`config.mk`:
```
export PLATFORM = sky130hd
export DESIGN_NAME = raster_pixel_generator
export DESIGN_NICKNAME = d
export VERILOG_FILES = /design/src/hw/rtl/rpg_pkg.sv /design/src/hw/rtl/rpg_sprite.sv /design/src/hw/rtl/raster_pixel_generator.sv
export SDC_FILE = /design/constraint.sdc
export NUM_CORES = 1
export LEC_CHECK = 0
export BUFFER_PORTS_ARGS = -buffer_cell sky130_fd_sc_hd__buf_2
export CORE_AREA = 5 5 162 164
export CTS_BUF_LIST = sky130_fd_sc_hd__clkbuf_8
export CTS_CLUSTER_DIAMETER = 50
export CTS_CLUSTER_SIZE = 8
export DETAILED_ROUTE_END_ITERATION = 16
export DIE_AREA = 0 0 167 169
export GPL_ROUTABILITY_DRIVEN = 0
export PLACE_DENSITY = 0.73
export SYNTH_ARGS = -nofsm -noshare
export SYNTH_HDL_FRONTEND = slang
export SYNTH_SLANG_ARGS = --single-unit
```
`constraint.sdc`:
```
create_clock -name aclk -period 6.2 [get_ports aclk]
set_input_delay 1.55 -clock aclk [delete_from_list [all_inputs] [get_ports aclk]]
set_output_delay 1.55 -clock aclk [all_outputs]
set_load 0.02 [all_outputs]
```
`src/hw/rtl/rpg_pkg.sv`:
```
package rpg_pkg;

    // Raster timing, in color clocks.
    localparam logic [7:0] LINE_CLOCKS     = 8'd228;
    localparam logic [7:0] LAST_COLUMN     = 8'd227;
    localparam logic [7:0] BLANK_CLOCKS    = 8'd68;
    localparam logic [8:0] VISIBLE_COLUMNS = 9'd160;

    // Stream word widths.
    localparam int S_TDATA_W = 16;
    localparam int M_TDATA_W = 64;

    // Configuration register indexes.
    localparam logic [1:0] CFG_SHOW_PF = 2'd0;
    localparam logic [1:0] CFG_SHOW_P0 = 2'd1;
    localparam logic [1:0] CFG_SHOW_P1 = 2'd2;

    // Bus write map.
    localparam logic [5:0] ADDR_VSYNC  = 6'h00;
    localparam logic [5:0] ADDR_VBLANK = 6'h01;
    localparam logic [5:0] ADDR_WSYNC  = 6'h02;
    localparam logic [5:0] ADDR_NUSIZ0 = 6'h04;
    localparam logic [5:0] ADDR_NUSIZ1 = 6'h05;
    localparam logic [5:0] ADDR_COLUP0 = 6'h06;
    localparam logic [5:0] ADDR_COLUP1 = 6'h07;
    localparam logic [5:0] ADDR_COLUPF = 6'h08;
    localparam logic [5:0] ADDR_COLUBK = 6'h09;
    localparam logic [5:0] ADDR_CTRLPF = 6'h0A;
    localparam logic [5:0] ADDR_PF0    = 6'h0D;
    localparam logic [5:0] ADDR_PF1    = 6'h0E;
    localparam logic [5:0] ADDR_PF2    = 6'h0F;
    localparam logic [5:0] ADDR_RESP0  = 6'h10;
    localparam logic [5:0] ADDR_RESP1  = 6'h11;
    localparam logic [5:0] ADDR_GRP0   = 6'h1B;
    localparam logic [5:0] ADDR_GRP1   = 6'h1C;
    localparam logic [5:0] ADDR_HMP0   = 6'h20;
    localparam logic [5:0] ADDR_HMP1   = 6'h21;

    // Shape of a player for one size mode. All copy spans are powers of two,
    // so the offset within a copy is a mask and the pixel scale a shift.
    typedef struct packed {
        logic [2:0] span_sh;
        logic [1:0] scale_sh;
        logic [7:0] extent;
    } sprite_shape_t;

    function automatic sprite_shape_t sprite_shape(input logic [2:0] mode);
        sprite_shape_t s;
        unique case (mode)
            3'd0:    s = '{span_sh: 3'd3, scale_sh: 2'd0, extent: 8'd8};
            3'd1:    s = '{span_sh: 3'd4, scale_sh: 2'd0, extent: 8'd32};
            3'd2:    s = '{span_sh: 3'd5, scale_sh: 2'd0, extent: 8'd64};
            3'd3:    s = '{span_sh: 3'd4, scale_sh: 2'd0, extent: 8'd48};
            3'd4:    s = '{span_sh: 3'd6, scale_sh: 2'd0, extent: 8'd128};
            3'd5:    s = '{span_sh: 3'd4, scale_sh: 2'd1, extent: 8'd16};
            3'd6:    s = '{span_sh: 3'd5, scale_sh: 2'd0, extent: 8'd96};
            default: s = '{span_sh: 3'd5, scale_sh: 2'd2, extent: 8'd32};
        endcase
        return s;
    endfunction

endpackage

```
`src/hw/rtl/rpg_sprite.sv`:
```
module rpg_sprite (
    input  logic [7:0] col,
    input  logic [7:0] pos,
    input  logic [2:0] size_mode,
    input  logic [7:0] graphics,
    output logic       lit
);
    import rpg_pkg::*;

    sprite_shape_t shape;
    logic [7:0]    delta;
    logic [7:0]    offset;
    logic [7:0]    bit_idx;

    always_comb begin
        shape   = sprite_shape(size_mode);
        delta   = col - pos;
        offset  = delta & ~(8'hFF << shape.span_sh);
        bit_idx = offset >> shape.scale_sh;
        lit     = (col >= pos) && (delta < shape.extent) && (bit_idx < 8'd8)
                  && graphics[3'd7 - bit_idx[2:0]];
    end

endmodule

```
`src/hw/rtl/raster_pixel_generator.sv`:
```
// Channel  | Dir | Ports                              | Contents
// input    | in  | s_tvalid s_tready s_tdata s_tuser  | tick or bus write
// result   | out | m_tvalid m_tready m_tdata m_tlast  | one pixel per tick
// config   | in  | cfg_we cfg_index cfg_data          | layer enables
//
// One word is taken every cycle unless a tick waits in the input register. A
// word's pixel is worked out in the input register and its result goes to the
// output register. Bus writes produce no result and never wait on the output
// side. Reset is synchronous on aresetn; all layers are enabled after it. A
// tick waits in the input register only while the output word stalls.
module raster_pixel_generator #(
    parameter int FRAME_LINES = 312
) (
    input  logic                          aclk,
    input  logic                          aresetn,
    input  logic                          s_tvalid,
    output logic                          s_tready,
    // [5:0] bus_address, [13:6] write_data, [15:14] zero
    input  logic [rpg_pkg::S_TDATA_W-1:0] s_tdata,
    // [0] command
    input  logic                          s_tuser,
    output logic                          m_tvalid,
    input  logic                          m_tready,
    // [7:0] pixel_x, [16:8] pixel_y, [23:17] color_index, [24] cpu_active,
    // [25] vblank_active, [41:26] frame_count, [57:42] lines_latched,
    // [63:58] zero
    output logic [rpg_pkg::M_TDATA_W-1:0] m_tdata,
    output logic                          m_tlast,
    input  logic                          cfg_we,
    input  logic [1:0]                    cfg_index,
    input  logic                          cfg_data
);
    import rpg_pkg::*;

    localparam logic [9:0] ROW_LIMIT = 10'(FRAME_LINES);

    // Input register.
    logic       in_valid_reg;
    logic       in_cmd_reg;
    logic [5:0] in_addr_reg;
    logic [7:0] in_data_reg;

    // Output register.
    logic                 out_valid_reg;
    logic [M_TDATA_W-1:0] out_data_reg;
    logic                 out_last_reg;

    // Configuration.
    logic show_pf_reg, show_p0_reg, show_p1_reg;

    // Video state.
    logic [7:0]  col_reg,        col_next;
    logic [8:0]  row_reg,        row_next;
    logic [15:0] line_cnt_reg,   line_cnt_next;
    logic [15:0] line_cap_reg,   line_cap_next;
    logic [15:0] frame_cnt_reg,  frame_cnt_next;
    logic        vblank_reg,     vblank_next;
    logic        wait_reg,       wait_next;
    logic [6:0]  col_bk_reg,     col_bk_next;
    logic [6:0]  col_pf_reg,     col_pf_next;
    logic [6:0]  col_p0_reg,     col_p0_next;
    logic [6:0]  col_p1_reg,     col_p1_next;
    logic [7:0]  pf0_reg,        pf0_next;
    logic [7:0]  pf1_reg,        pf1_next;
    logic [7:0]  pf2_reg,        pf2_next;
    logic        mirror_reg,     mirror_next;
    logic [2:0]  nusiz_reg [2];
    logic [2:0]  nusiz_next [2];
    logic [3:0]  hm_reg [2];
    logic [3:0]  hm_next [2];
    logic [7:0]  pos_reg [2];
    logic [7:0]  pos_next [2];
    logic [2:0]  size_reg [2];
    logic [2:0]  size_next [2];
    logic [7:0]  grp_reg [2];
    logic [7:0]  grp_next [2];

    logic       out_free;
    logic       in_fire;
    logic       is_tick;
    logic       visible;
    logic [7:0] vis_col;
    logic [19:0] pf_bits;
    logic [5:0] pf_cell;
    logic [4:0] pf_idx;
    logic       pf_lit;
    logic [1:0] sp_lit;
    logic [6:0] color;
    logic       at_line_end;
    logic [9:0] row_inc;
    logic [8:0] place_sum [2];

    assign out_free = ~out_valid_reg | m_tready;
    assign in_fire  = in_valid_reg & (in_cmd_reg | out_free);
    assign is_tick  = ~in_cmd_reg;
    assign s_tready = ~in_valid_reg | in_fire;

    assign m_tvalid = out_valid_reg;
    assign m_tdata  = out_data_reg;
    assign m_tlast  = out_last_reg;

    // Pixel color.
    always_comb begin
        visible = col_reg >= BLANK_CLOCKS;
        vis_col = col_reg - BLANK_CLOCKS;
        // Playfield bit order: PF0 bits 4..7, PF1 bits 7..0, PF2 bits 0..7.
        pf_bits = {pf2_reg,
                   pf1_reg[0], pf1_reg[1], pf1_reg[2], pf1_reg[3],
                   pf1_reg[4], pf1_reg[5], pf1_reg[6], pf1_reg[7],
                   pf0_reg[7:4]};
        pf_cell = vis_col[7:2];
        if (pf_cell < 6'd20) begin
            pf_idx = pf_cell[4:0];
        end else if (mirror_reg) begin
            pf_idx = 5'(6'd39 - pf_cell);
        end else begin
            pf_idx = 5'(pf_cell - 6'd20);
        end
        pf_lit = pf_bits[pf_idx];

        color = col_bk_reg;
        if (visible) begin
            if (show_pf_reg && pf_lit) color = col_pf_reg;
            if (show_p0_reg && sp_lit[0]) color = col_p0_reg;
            if (show_p1_reg && sp_lit[1]) color = col_p1_reg;
        end
    end

    for (genvar p = 0; p < 2; p++) begin : g_player
        rpg_sprite u_sprite (
            .col       (vis_col),
            .pos       (pos_reg[p]),
            .size_mode (size_reg[p]),
            .graphics  (grp_reg[p]),
            .lit       (sp_lit[p])
        );
        // Reset position before the wrap: col + 160 - 68 + motion + 4.
        assign place_sum[p] = 9'(col_reg) + 9'd96 + 9'({~hm_reg[p][3], hm_reg[p][2:0]});
    end

    // Next state.
    always_comb begin
        col_next       = col_reg;
        row_next       = row_reg;
        line_cnt_next  = line_cnt_reg;
        line_cap_next  = line_cap_reg;
        frame_cnt_next = frame_cnt_reg;
        vblank_next    = vblank_reg;
        wait_next      = wait_reg;
        col_bk_next    = col_bk_reg;
        col_pf_next    = col_pf_reg;
        col_p0_next    = col_p0_reg;
        col_p1_next    = col_p1_reg;
        pf0_next       = pf0_reg;
        pf1_next       = pf1_reg;
        pf2_next       = pf2_reg;
        mirror_next    = mirror_reg;
        nusiz_next     = nusiz_reg;
        hm_next        = hm_reg;
        pos_next       = pos_reg;
        size_next      = size_reg;
        grp_next       = grp_reg;
        at_line_end    = col_reg == LAST_COLUMN;
        row_inc        = 10'(row_reg) + 10'd1;

        if (in_fire && is_tick) begin
            if (at_line_end) begin
                col_next = '0;
                row_next = (row_inc >= ROW_LIMIT) ? ROW_LIMIT[8:0] : row_inc[8:0];
                if (line_cnt_reg != 16'hFFFF) line_cnt_next = line_cnt_reg + 16'd1;
                wait_next = 1'b0;
            end else begin
                col_next = col_reg + 8'd1;
            end
        end else if (in_fire) begin
            unique case (in_addr_reg)
                ADDR_VSYNC: begin
                    if (in_data_reg[1]) begin
                        row_next       = '0;
                        frame_cnt_next = frame_cnt_reg + 16'd1;
                    end
                end
                ADDR_VBLANK: begin
                    if (in_data_reg != 8'd0) begin
                        line_cap_next = line_cnt_reg;
                        line_cnt_next = '0;
                    end
                    vblank_next = in_data_reg != 8'd0;
                end
                ADDR_WSYNC:  wait_next     = 1'b1;
                ADDR_NUSIZ0: nusiz_next[0] = in_data_reg[2:0];
                ADDR_NUSIZ1: nusiz_next[1] = in_data_reg[2:0];
                ADDR_COLUP0: col_p0_next   = in_data_reg[7:1];
                ADDR_COLUP1: col_p1_next   = in_data_reg[7:1];
                ADDR_COLUPF: col_pf_next   = in_data_reg[7:1];
                ADDR_COLUBK: col_bk_next   = in_data_reg[7:1];
                ADDR_CTRLPF: mirror_next   = in_data_reg[0];
                ADDR_PF0:    pf0_next      = in_data_reg;
                ADDR_PF1:    pf1_next      = in_data_reg;
                ADDR_PF2:    pf2_next      = in_data_reg;
                ADDR_RESP0, ADDR_RESP1: begin
                    for (int p = 0; p < 2; p++) begin
                        if (in_addr_reg[0] == p[0]) begin
                            if (place_sum[p] >= 9'd320) begin
                                pos_next[p] = 8'(place_sum[p] - 9'd320);
                            end else if (place_sum[p] >= VISIBLE_COLUMNS) begin
                                pos_next[p] = 8'(place_sum[p] - VISIBLE_COLUMNS);
                            end else begin
                                pos_next[p] = place_sum[p][7:0];
                            end
                            size_next[p] = nusiz_reg[p];
                        end
                    end
                end
                ADDR_GRP0: begin
                    grp_next[0]  = in_data_reg;
                    size_next[0] = nusiz_reg[0];
                end
                ADDR_GRP1: begin
                    grp_next[1]  = in_data_reg;
                    size_next[1] = nusiz_reg[1];
                end
                ADDR_HMP0:   hm_next[0] = in_data_reg[3:0];
                ADDR_HMP1:   hm_next[1] = in_data_reg[3:0];
                default: ;
            endcase
        end
    end

    // Handshake control and configuration.
    always_ff @(posedge aclk) begin
        if (!aresetn) begin
            in_valid_reg  <= 1'b0;
            out_valid_reg <= 1'b0;
            show_pf_reg   <= 1'b1;
            show_p0_reg   <= 1'b1;
            show_p1_reg   <= 1'b1;
        end else begin
            if (s_tready) in_valid_reg <= s_tvalid;
            if (in_fire && is_tick) begin
                out_valid_reg <= 1'b1;
            end else if (m_tready) begin
                out_valid_reg <= 1'b0;
            end
            if (cfg_we) begin
                unique case (cfg_index)
                    CFG_SHOW_PF: show_pf_reg <= cfg_data;
                    CFG_SHOW_P0: show_p0_reg <= cfg_data;
                    CFG_SHOW_P1: show_p1_reg <= cfg_data;
                    default: ;
                endcase
            end
        end
    end

    // Payload registers.
    always_ff @(posedge aclk) begin
        if (s_tvalid && s_tready) begin
            in_cmd_reg  <= s_tuser;
            in_addr_reg <= s_tdata[5:0];
            in_data_reg <= s_tdata[13:6];
        end
        if (in_fire && is_tick) begin
            out_data_reg <= {6'd0, line_cap_reg, frame_cnt_reg, vblank_reg, ~wait_reg,
                             color, row_reg, col_reg};
            out_last_reg <= at_line_end;
        end
    end

    // Video state registers.
    always_ff @(posedge aclk) begin
        if (!aresetn) begin
            col_reg       <= '0;
            row_reg       <= '0;
            line_cnt_reg  <= '0;
            line_cap_reg  <= '0;
            frame_cnt_reg <= '0;
            vblank_reg    <= 1'b0;
            wait_reg      <= 1'b0;
            col_bk_reg    <= '0;
            col_pf_reg    <= '0;
            col_p0_reg    <= '0;
            col_p1_reg    <= '0;
            pf0_reg       <= '0;
            pf1_reg       <= '0;
            pf2_reg       <= '0;
            mirror_reg    <= 1'b0;
            for (int p = 0; p < 2; p++) begin
                nusiz_reg[p] <= '0;
                hm_reg[p]    <= '0;
                pos_reg[p]   <= '0;
                size_reg[p]  <= '0;
                grp_reg[p]   <= '0;
            end
        end else begin
            col_reg       <= col_next;
            row_reg       <= row_next;
            line_cnt_reg  <= line_cnt_next;
            line_cap_reg  <= line_cap_next;
            frame_cnt_reg <= frame_cnt_next;
            vblank_reg    <= vblank_next;
            wait_reg      <= wait_next;
            col_bk_reg    <= col_bk_next;
            col_pf_reg    <= col_pf_next;
            col_p0_reg    <= col_p0_next;
            col_p1_reg    <= col_p1_next;
            pf0_reg       <= pf0_next;
            pf1_reg       <= pf1_next;
            pf2_reg       <= pf2_next;
            mirror_reg    <= mirror_next;
            nusiz_reg     <= nusiz_next;
            hm_reg        <= hm_next;
            pos_reg       <= pos_next;
            size_reg      <= size_next;
            grp_reg       <= grp_next;
        end
    end

endmodule

```
After elaboration in Yosys (flattened, before gate mapping)
Cells that the tools add are included.
Storage, ports and cells
  register bits: 251
  word-level logic and storage cells: 221
  input bits: 25
Operators by class
  reduce and logical (&&, ||, !) cells: 53
  eq/ne operators: 38
  add/subtract/negate cells: 18
  bitwise logic cells: 16
  muxes and demuxes: 41
  $lt $le $gt $ge: 16
  shifts and indexed selects: 4
Operator list (count)
  case mux 13 bit (7 select lines): 2
  2-to-1 mux 16 bit: 6
  2-to-1 mux 9 bit: 6
  AND reduction 3 bit: 16
  2-to-1 mux 8 bit: 5
  equality test 6 x 4 -> 1 bit, second input constant: 6
  adder 16 x 1 -> 16 bit, second input constant: 2
  2-to-1 mux 7 bit: 4
  AND reduction 4 bit: 7
  equality test 6 x 3 -> 1 bit, second input constant: 4
  equality test 6 x 5 -> 1 bit, second input constant: 4
  subtractor 8 x 7 -> 8 bit, second input constant: 3
  adder 9 x 4 -> 9 bit: 2
  equality test 3 bit, second input constant: 6
  >= comparator 9 x 8 -> 1 bit, second input constant: 2
  >= comparator 9 bit, second input constant: 2
  nonzero test 2 bit: 9
  AND 8 bit: 2
  >= comparator 8 bit: 2
  less-than comparator 8 x 4 -> 1 bit, second input constant: 2
  less-than comparator 8 bit: 2
  inequality test 16 bit, second input constant: 1
  inverter 8 bit: 2
  << shifter 8 x 3 -> 8 bit, first input constant: 2
  other kinds (40): 87

Logic depth before layout (Yosys ltp)
Gate-level depths: netlist of run 1.
  depth in word-level cells: 14
  mapped depth: 21
  mapped depth without buffers: 20

Modules after synthesis
Synthesis of run 1 repeated with hierarchy kept, for this count alone.
Second synthesis, totals
  cell total of the unflattened synthesis: 1286
  area total of the unflattened synthesis: 12749.7 µm²
By module, submodules not included
  raster_pixel_generator: cells an instance 1090, area an instance 11317.1 µm², seq. area each 5685.5 µm², instances 1
  rpg_sprite at g_player[1].u_sprite: cells an instance 104, area an instance 789.5 µm², seq. area each 0.0 µm², instances 1
  rpg_sprite at g_player[0].u_sprite: cells an instance 92, area an instance 643.1 µm², seq. area each 0.0 µm², instances 1

Worst setup path before layout of run 1
Ideal clock, no wire load.
  path kind: input port to flip-flop
  start: in m_tready
  end: reg line_cap_reg[10]
  library setup time: 0.128 ns
  buffers on the path: 2
  data arrival time: 5.048 ns
  required time: 6.072 ns
  stages on the path: 11
  slack: 1.025 ns
  cells stage by stage: nand2b_1 nand2b_1 clkbuf_1 clkinv_1 nand2_1 a41oi_1 o221a_2 nand2_1 buf_2 mux2i_1 nor2_1
On the way
  word-level cells in the longest chain between the ends: 6
Ends and longest elaborated chain
  start, declared: line raster_pixel_generator.sv:23  | input logic m_tready,
  OR 1 bit (*): line raster_pixel_generator.sv:93  | assign out_free = ~out_valid_reg | m_tready;
  OR 1 bit (*): line raster_pixel_generator.sv:94  | assign in_fire = in_valid_reg & (in_cmd_reg | out_free);
  AND 1 bit (*): line raster_pixel_generator.sv:94
  logical AND 1 bit: line raster_pixel_generator.sv:166  | if (in_fire && is_tick) begin
  inverter 1 bit (no line)
  AND reduction 4 bit (no line) (*)
  end signal, assigned: line raster_pixel_generator.sv:299  | line_cap_reg <= line_cap_next;
  end, declared: line raster_pixel_generator.sv:55  | logic [15:0] line_cap_reg, line_cap_next;
Every way passes the cells marked *; elsewhere a longest branch is shown, timed or not.
A chain may end at the register's enable or synchronous reset.

Worst setup path after layout of run 1
  start: reg col_reg[3]
  end: reg out_data_reg[20], in the netlist m_tdata[20], data pin
On the way
  word-level cells in the longest chain between the ends: 12
Ends and longest elaborated chain
  start, declared: line raster_pixel_generator.sv:52  | logic [7:0] col_reg, col_next;
  start signal, assigned: line raster_pixel_generator.sv:296  | col_reg <= col_next;
  subtractor 8 x 7 -> 8 bit: line raster_pixel_generator.sv:105  | vis_col = col_reg - BLANK_CLOCKS;
  subtractor 8 bit: line rpg_sprite.sv:17  | delta = col - pos;
  AND 8 bit: line rpg_sprite.sv:18  | offset = delta & ~(8'hFF << shape.span_sh);
  >> shifter 8 x 2 -> 8 bit: line rpg_sprite.sv:19  | bit_idx = offset >> shape.scale_sh;
  subtractor 3 bit: line rpg_sprite.sv:21  | && graphics[3'd7 - bit_idx[2:0]];
  binary-select mux 1 bit (select 3 bit): line rpg_sprite.sv:21
  2-to-1 mux 1 bit (implied by the code): line rpg_sprite.sv:21
  logical AND 1 bit: line rpg_sprite.sv:21
  logical AND 1 bit: line raster_pixel_generator.sv:124  | if (show_p0_reg && sp_lit[0]) color = col_p0_reg;
  2-to-1 mux 7 bit: line raster_pixel_generator.sv:124
  2-to-1 mux 7 bit: line raster_pixel_generator.sv:125  | if (show_p1_reg && sp_lit[1]) color = col_p1_reg;
  2-to-1 mux 7 bit (*): line raster_pixel_generator.sv:122  | if (visible) begin
  via color[3]: line raster_pixel_generator.sv:88  | logic [6:0] color;
  end signal, assigned: line raster_pixel_generator.sv:264  | out_data_reg <= {6'd0, line_cap_reg, frame_cnt_reg, vblank_reg, ~wait_reg,
  end, declared: line raster_pixel_generator.sv:45  | logic [M_TDATA_W-1:0] out_data_reg;
Mark *: on every way through the listed nets, which the timed path passes. The rest lies on a longest branch. The select of a mux whose other input is x is not followed.

==> results.toml, run 1 <==
[timing]
rsz0062_at_grt = "no"
hold_violations = 0
timing.slew.headroom = 0.206
skew_ps = 17.5
setup_viol = 0
period_minus_slack_ps = 4970
post-route-period-util = 0.802
worstMarginPinSlew_ps = 1180
fmax_mhz = 201
slew_violations = 0
tns_ps = 0

[drt]
firstDrtPassIters = 5
dr_total_vias = 8917
drc = 0
vias_per_cell = 5.36
drt_iter0_drc = 552
drt_wl_total_um = 26300
postRouteAntennaNets = 0
wire_per_inst_um = 15.8

[layout]
drive_above_1_share = 0.127
largest_reg_flops = 58
areaGrowthSynthToFinish_pct = 11.7
final_cell_mix = "nor2_1 (213), dfxtp_1 (173), mux2i_1 (125), nand2_1 (85), buf_2 (83)"
fill_cells = 2191
antenna_cells = 0
final_common_cell = "nor2_1"
finish.net_count = 1390
fin_area_um2 = 13500

[floorplan]
coreArea_um2 = 24700
die_x_um = 167
die_area_um2 = 28200
ios = 92
rows = 58
die_h_um = 169
initial_utilization = 0.489

[global_route]
overflow = 0
antenna_found_initial = 0
grt_pass1_wl_um = 43100
grt_pass1_vias = 8555
track_usage = 0.182
grt_max_degree = 81

[power]
netSwitchingPower_w = 0.000700
max-vdd-ir-drop_mv = 0.188
combPwrFrac = 0.027
internal_power_w = 0.00235
power.density_nw_per_um2 = 226
swShare = 0.230
leakage_nw = 5.42
power_frac_seq = 0.558
power_frac_clock = 0.416

[setup_path]
r2r_slack_ps = 1230
r2r_end = "m_tdata[20]"
cp_max_fo = 14
crit_chain = "inv_1, ha_1, inv_1, ha_1, o21ai_0, a21oi_1, or2_2, a21oi_1, o21bai_1, a21oi_1, xnor2_1, ha_1, nand2_1, nand3b_1, a31oi_1, o2111ai_1, nor4_2, buf_4, nor3_1, buf_4, a31oi_1, o211ai_1"
worst_ep_required_time_ps = 6440
crit_type = "flip-flop to flip-flop"
cp-end-kind = "flip-flop"
max_stage_delay_ps = 540
crit_cells = 22
r2r-start = "col_reg[3]"
path_buf_inv = 4
crit_family = "compound AO/OA/AOI/OAI gates"
cp_slowest_cell = "dfxtp_1"
start_kind = "flip-flop"
ff2ff_path_depth = 22
arrival_ps = 5210

[yosys]
synthCells = 1223
yosysWarnings = 0
syn_area_um2 = 12100
synth_largest_area_cell = "dfxtp_1"
yosysUniqueCellTypes = 75
synth.area.top_cells = "dfxtp_1 (29%), edfxtp_1 (18%), mux2i_1 (10%)"
ys_ff_latch = 247
synth-seq-area-share = 0.470
avgSynthCellArea_um2 = 9.90
synth_top_cell_area_share = 0.286
synth_ff_type = "dfxtp_1"
synth-async-reset-ratio = 0
synth-edff-count = 74

[cts]
post_cts_buffers = 0
cts-htree-levels = 2
cts-buffers-inserted = 38
post_cts_resized = 0
cts_tree = "done"
clk_latency_ps = 530
root_buffer = "clkbuf_8"
clock_path_buffers = 3
cts_hold_buf = 0
clk_pin_slew_ps = 60
clkSinkCount = 247

[min_path]
hold_path_depth = 0
hold_end = "m_tdata[52]"
hp-start = "line_cap_reg[10]"
worstHoldPathType = "flip-flop to flip-flop"

[placed_design]
hpwl_um = 18300
placed_area_um2 = 12800
portBuffers = 83

[outcome]
outcome = "finished clean"

[run]
maxCapViolCount = 0
[cells in the mapped netlist (all sizes together) (7+ instances only)]
| master | count |
|---|---|
| and3 | 13 |
| nor3 | 24 |
| mux2i | 125 |
| xor2 | 29 |
| nor2 | 213 |
| ha | 52 |
| o21ai | 24 |
| o211ai | 8 |
| a21oi | 46 |
| nor2b | 16 |
| buf | 14 |
| nand3 | 27 |
| xnor2 | 40 |
| dfxtp | 173 |
| and2 | 10 |
| nand4 | 10 |
| inv | 50 |
| nand2 | 85 |
| nor4 | 11 |
| edfxtp | 74 |
| nand2b | 12 |
| nand3b | 15 |
| mux4 | 7 |
| a31oi | 15 |
| clkbuf | 43 |
| o21a | 10 |
[logic make-up after synthesis]
kind of cell	Yosys count	synth area share
simple gates	454	0.175
flops	247	0.470
compound gates	150	0.0837
mux	138	0.123
buf+inv	108	0.0364
xor+xnor	69	0.0515
fa+ha+maj	56	0.0604
other cells	1	0.000310
[per-layer routing]
| layer | up-vias | track usage | wire (um) |
|---|---|---|---|
| met5 | - | 0 | 0 |
| met4 | 0 | 0.0580 | 687 |
| met3 | 56 | 0.0308 | 1350 |
| met2 | 215 | 0.307 | 12600 |
| met1 | 4213 | 0.240 | 11700 |
| li1 | 4433 | - | - |
[layout make-up]
class / count / area, um2 / share of cell area
Timing Repair Buffer: 98 / 528 / 0.0391
Tap cell: 330 / 413 / 0.0305
Inverter: 51 / 194 / 0.0143
Sequential cell: 247 / 5690 / 0.421
Multi-Input combinational cell: 873 / 6000 / 0.444
Clock inverter: 24 / 133 / 0.00981
Clock buffer: 41 / 564 / 0.0417
[stage by stage]
stage	hold WS (ps)	total power (W)	util	worst slack, ps	cells
6_report	433	0.00305	0.546	1230	1664
5_1_grt	441	0.00316	0.546	865	1664
4_1_cts	434	0.00309	0.546	1300	1664
3_5_place_dp	420	0.00182	0.518	1320	1599
3_3_place_gp	417	0.00182	0.518	1380	1599
2_1_floorplan	408	0.00178	-	1020	1228
[power groups by stage]
stage | Sequential [W] | Combinational, W | Clock, W
after floorplan | 0.00173 | 0.0000575 | 0
after global placement | 0.00174 | 0.0000816 | 0
after CTS | 0.00170 | 0.0000830 | 0.00130
after global routing | 0.00170 | 0.0000895 | 0.00137
final | 0.00170 | 0.0000820 | 0.00127
after detailed placement | 0.00174 | 0.0000827 | 0
[how the worst max path moves through the flow]
stage                from               end  slack [ps]
2_1_floorplan    m_tready  line_cap_reg[10]        1020
3_3_place_gp   col_reg[3]       m_tdata[23]        1380
3_5_place_dp   col_reg[3]       m_tdata[20]        1320
4_1_cts        col_reg[3]       m_tdata[20]        1300
5_1_grt        col_reg[3]       m_tdata[20]         860
6_report       col_reg[3]       m_tdata[20]        1230
Power figures use the tool's default switching activity.
==> inputs of run 2 (changes only) <==
--- a/config.mk
+++ b/config.mk
@@ -13,7 +13,7 @@
 export DETAILED_ROUTE_END_ITERATION = 16
 export DIE_AREA = 0 0 167 169
 export GPL_ROUTABILITY_DRIVEN = 0
-export PLACE_DENSITY = 0.73
+export PLACE_DENSITY = 0.75
 export SYNTH_ARGS = -nofsm -noshare
 export SYNTH_HDL_FRONTEND = slang
 export SYNTH_SLANG_ARGS = --single-unit
==> constraint.sdc (replaced) <==
create_clock -name aclk -period 4.17 [get_ports aclk]
set_input_delay 1.0425 -clock aclk [delete_from_list [all_inputs] [get_ports aclk]]
set_output_delay 1.0425 -clock aclk [all_outputs]
set_load 0.02 [all_outputs]
==> results.toml, run 2 (same netlist as run 1, synthesis figures left out) <==
[timing]
fmax_mhz = 250
setup_viol = 0
period_minus_slack_ps = 4010
tns_ps = 0
fin_ws_ps = 162
hold_violations = 0
timing.slew.headroom = 0.249
skew_ps = 26.9
slew_violations = 0
worstMarginPinSlew_ps = 1120
post-route-period-util = 0.961

[floorplan]
initial_utilization = 0.489
die_x_um = 167
rows = 58
ios = 92
die_h_um = 169
die_area_um2 = 28200
coreArea_um2 = 24700

[placed_design]
place_ws_ps = -57.3
hpwl_um = 19100
portBuffers = 83

[setup_path]
crit_type = "flip-flop to flip-flop"
worst_ep_required_time_ps = 4440
crit_chain = "buf_4, or4_4, nand2_1, inv_1, ha_1, nor2b_1, mux2_4, o31ai_4, buf_12, xnor2_4, mux4_2, nor2_2, o41ai_4, buf_4, a41oi_4, nand3b_1, o211ai_1"
max_stage_delay_ps = 550
startpoint = "col_reg[3]"
critPathMostFrequentCell = "buf_4"
cp-end-kind = "flip-flop"
start_kind = "flip-flop"
cp_max_fo = 8
arrival_ps = 4280
cp_slowest_cell = "mux4_2"
r2r-start = "col_reg[3]"

[drt]
top_layer = "met4"
postRouteAntennaNets = 0
met3_length_um = 1540
met2_length_um = 13000
wire_per_inst_um = 16.1
wl_met1_um = 11900
drc = 0
dr_total_vias = 9159
drt_wl_total_um = 27300
drt_iter0_drc = 546
vias_per_cell = 5.38
firstDrtPassIters = 6

[global_route]
grt_max_degree = 75
grt_pass1_vias = 8813
antenna_found_initial = 0
track_usage = 0.187
grt_pass1_wl_um = 44000
overflow = 0

[power]
swShare = 0.232
power_frac_clock = 0.414
power_frac_seq = 0.557
power.density_nw_per_um2 = 325
max-vdd-ir-drop_mv = 0.235
internal_power_w = 0.00348
leakage_nw = 5.66
combPwrFrac = 0.029
netSwitchingPower_w = 0.00105

[outcome]
outcome = "finished clean"

[cts]
root_buffer = "clkbuf_8"
clk_pin_slew_ps = 70
cts-htree-levels = 2
clk_latency_ps = 540
clock_path_buffers = 3
cts-buffers-inserted = 39
clkSinkCount = 247
cts_tree = "done"

[layout]
antenna_cells = 0
multi_input_area_um2 = 6170
areaGrowthSynthToFinish_pct = 15.5
drive_above_1_share = 0.168
finish.net_count = 1425
seq_area_um2 = 5690
largest_reg_flops = 58
final_cell_mix = "nor2_1 (211), dfxtp_1 (172), mux2i_1 (125), nand2_1 (85), buf_2 (84)"
fin_util = 0.565
fill_cells = 2093
final_common_cell = "nor2_1"

[min_path]
worstHoldPathType = "flip-flop to flip-flop"
hp-start = "vblank_reg"

[run]
maxCapViolCount = 0
==> run 2: cell types whose count changed in the layout (fill, tap and decap cells not counted), sizes merged <==
cell	change
clkbuf	+2
clkinvlp	+3
buf	+33
bufinv	-1
clkinv	+1
a41oi	+1
==> run 2: metrics by stage <==
stage	hold WS [ps]	power (W)	cell area, um2	cells
finish	429	0.00454	14000	1703
global route	441	0.00472	14000	1703
CTS	427	0.00459	13800	1698
detailed placement	416	0.00271	13100	1628
global placement	414	0.00271	13100	1628
floorplan	408	0.00265	12100	1228
==> run 2: routing by layer <==
metal  track usage  vias up
met2         0.309      260
met4        0.0715        0
li1              -     4508
met1         0.244     4320
met3        0.0357       71
met5             0        -
==> run 2: area by class of cell <==
cell class	instances	share of cell area
Clock inverter	27	0.00878
Multi-Input combinational cell	874	0.441
Tap cell	330	0.0295
Timing Repair Buffer	131	0.0571
Clock buffer	43	0.0424
Sequential cell	247	0.407
Inverter	51	0.0140
==> run 2: worst paths after layout <==
| kind | endpoint | slack [ps] | depth (start not counted) |
|---|---|---|---|
| max reg2reg | m_tdata[22] | 160 | 17 |
| min reg2reg | m_tdata[25] | 430 | 0 |
| max | m_tdata[22] | 160 | 17 |
| min | m_tdata[25] | 430 | 0 |
==> run 2: worst max-delay path: cells and delay by family (launching register included) <==
kind	cells	cell delay, ps
adders and majority gates	1	240
xor gates and xnor gates	1	260
AOI/OAI and AO/OA	4	500
muxes	2	750
DFF	1	320
buffers and inverters	4	580
and+or+nand+nor	5	1090
==> run 2: timing repair <==
action                                  CTS  global route
resized for setup                         5            22
cloned                                    0             2
hold buffers                              0             0
hold endpoints to repair                  0             0
endpoints found under the setup margin    7             7
pin swaps                                 2            10
setup buffers                             0             3
==> run 2: power groups by stage <==
stage	Combinational [W]	Sequential (W)	Clock, W
6_report	0.000131	0.00253	0.00188
5_1_grt	0.000143	0.00253	0.00205
4_1_cts	0.000131	0.00252	0.00193
3_5_place_dp	0.000131	0.00258	0
3_3_place_gp	0.000129	0.00258	0
2_1_floorplan	0.0000856	0.00257	0
==> inputs of run 3 (changes only) <==
--- a/config.mk
+++ b/config.mk
@@ -13,7 +13,7 @@
 export DETAILED_ROUTE_END_ITERATION = 16
 export DIE_AREA = 0 0 167 169
 export GPL_ROUTABILITY_DRIVEN = 0
-export PLACE_DENSITY = 0.75
+export PLACE_DENSITY = 0.73
 export SYNTH_ARGS = -nofsm -noshare
 export SYNTH_HDL_FRONTEND = slang
 export SYNTH_SLANG_ARGS = --single-unit
==> constraint.sdc (replaced) <==
create_clock -name aclk -period 4 [get_ports aclk]
set_input_delay 1 -clock aclk [delete_from_list [all_inputs] [get_ports aclk]]
set_output_delay 1 -clock aclk [all_outputs]
set_load 0.02 [all_outputs]
==> results.toml, run 3 (same netlist as run 1, synthesis figures left out) <==
[outcome]
outcome = "finished clean"

[floorplan]
die_x_um = 167
coreArea_um2 = 24700
die_h_um = 169
die_area_um2 = 28200
rows = 58
initial_utilization = 0.489
ios = 92

[cts]
clkSinkCount = 247
clk_latency_ps = 540
cts_tree = "done"
root_buffer = "clkbuf_8"
clk_pin_slew_ps = 60
clock_path_buffers = 3
cts-htree-levels = 2
cts-buffers-inserted = 38

[layout]
fin_area_um2 = 14200
final_common_cell = "nor2_1"
fin_util = 0.573
areaGrowthSynthToFinish_pct = 17.2
fill_cells = 2124
largest_reg_flops = 58
stdcell_count = 1714
drive_above_1_share = 0.187
antenna_cells = 0
finish.net_count = 1440
final_cell_mix = "nor2_1 (210), dfxtp_1 (169), mux2i_1 (124), nand2_1 (84), buf_2 (83)"

[drt]
drt_wl_total_um = 27200
drt_iter0_drc = 512
firstDrtPassIters = 5
drc = 0
postRouteAntennaNets = 0
dr_total_vias = 9080
vias_per_cell = 5.30
wire_per_inst_um = 15.8

[global_route]
grt_pass1_vias = 8749
track_usage = 0.183
grt_pass1_wl_um = 43000
grt_max_degree = 78
overflow = 0
antenna_found_initial = 0

[setup_path]
cp_max_fo = 7
crit_type = "flip-flop to flip-flop"
arrival_ps = 4130
start_kind = "flip-flop"
cp-end-kind = "flip-flop"
worst_ep_required_time_ps = 4270

[power]
leakage_nw = 5.74
power.density_nw_per_um2 = 327
max-vdd-ir-drop_mv = 0.241

[placed_design]
portBuffers = 83
hpwl_um = 19000
placed_cells = 1642
placed_area_um2 = 13200

[timing]
timing.slew.headroom = 0.241
setup_viol = 0
skew_ps = 19.2
post-route-period-util = 0.965
fmax_mhz = 259
period_minus_slack_ps = 3860
worstMarginPinSlew_ps = 1130
slew_violations = 0
hold_violations = 0

[run]
maxCapViolCount = 0

[min_path]
worstHoldPathType = "flip-flop to flip-flop"
## run 3: cell types whose count changed in the layout (fill, tap and decap cells not counted), sizes merged
cell and change:
clkbuf -2, clkinvlp -3, inv +1, buf +15
## run 3: layout make-up
class	instances	area, um2	share of cell area
multi-input cells	874	6260	0.442
repair buffers	147	955	0.0673
clock inverters	25	113	0.00794
inverters	51	195	0.0138
flip-flops and latches	247	5700	0.402
clock buffers	40	551	0.0388
well taps	330	413	0.0291
## run 3: where the power goes
group          switching, W  internal (W)
registers         0.0000296       0.00260
clock network      0.000941      0.000927
logic              0.000104     0.0000434
## run 3: critical path, cell delays in order (launching register included)
cell	delay [ps]
dfxtp_4	380
inv_2	70
buf_4	170
ha_1	390
a21oi_1	200
nand2_1	100
xor2_1	200
a221o_2	430
mux2i_1	140
mux4_2	520
nor4_4	280
buf_4	190
nor3_4	60
buf_12	170
a31oi_1	160
o211ai_1	110
## run 3: routing by layer
layer	part of all wire	track usage	wire length, um	vias up
li1	-	-	-	4556
met1	0.43	0.234	11700	4258
met2	0.49	0.311	13200	207
met3	0.049	0.0301	1330	59
met4	0.032	0.0715	878	0
met5	0	0	0	-
## run 3: final timing paths
kind | to | slack, ps | startpoint | cells past startpoint
worst max-delay path | m_tdata[18] | 140 | col_reg[2] | 15
worst min-delay path | m_tdata[42] | 430 | line_cap_reg[0] | 0
worst max register to register | m_tdata[18] | 140 | col_reg[2] | 15
worst min register to register | m_tdata[42] | 430 | line_cap_reg[0] | 0
## run 3: repair_timing
action / CTS / global route
pin swaps: 9 / 14
gates resized for setup: 3 / 42
hold buffers: 0 / 0
setup endpoints to repair: 2 / 7
setup buffers: 2 / 3
cloned: 0 / 2
## run 3: per-stage QoR
stage / setup WS [ps] / hold WS [ps] / power (W) / setup TNS [ps]
finish: 141 / 430 / 0.00464 / 0
global route: -16.2 / 448 / 0.00483 / -32.2
CTS: 4.76 / 432 / 0.00470 / 0
detailed placement: 24.4 / 417 / 0.00283 / 0
global placement: 63.0 / 416 / 0.00282 / 0
floorplan: 10.8 / 408 / 0.00276 / 0
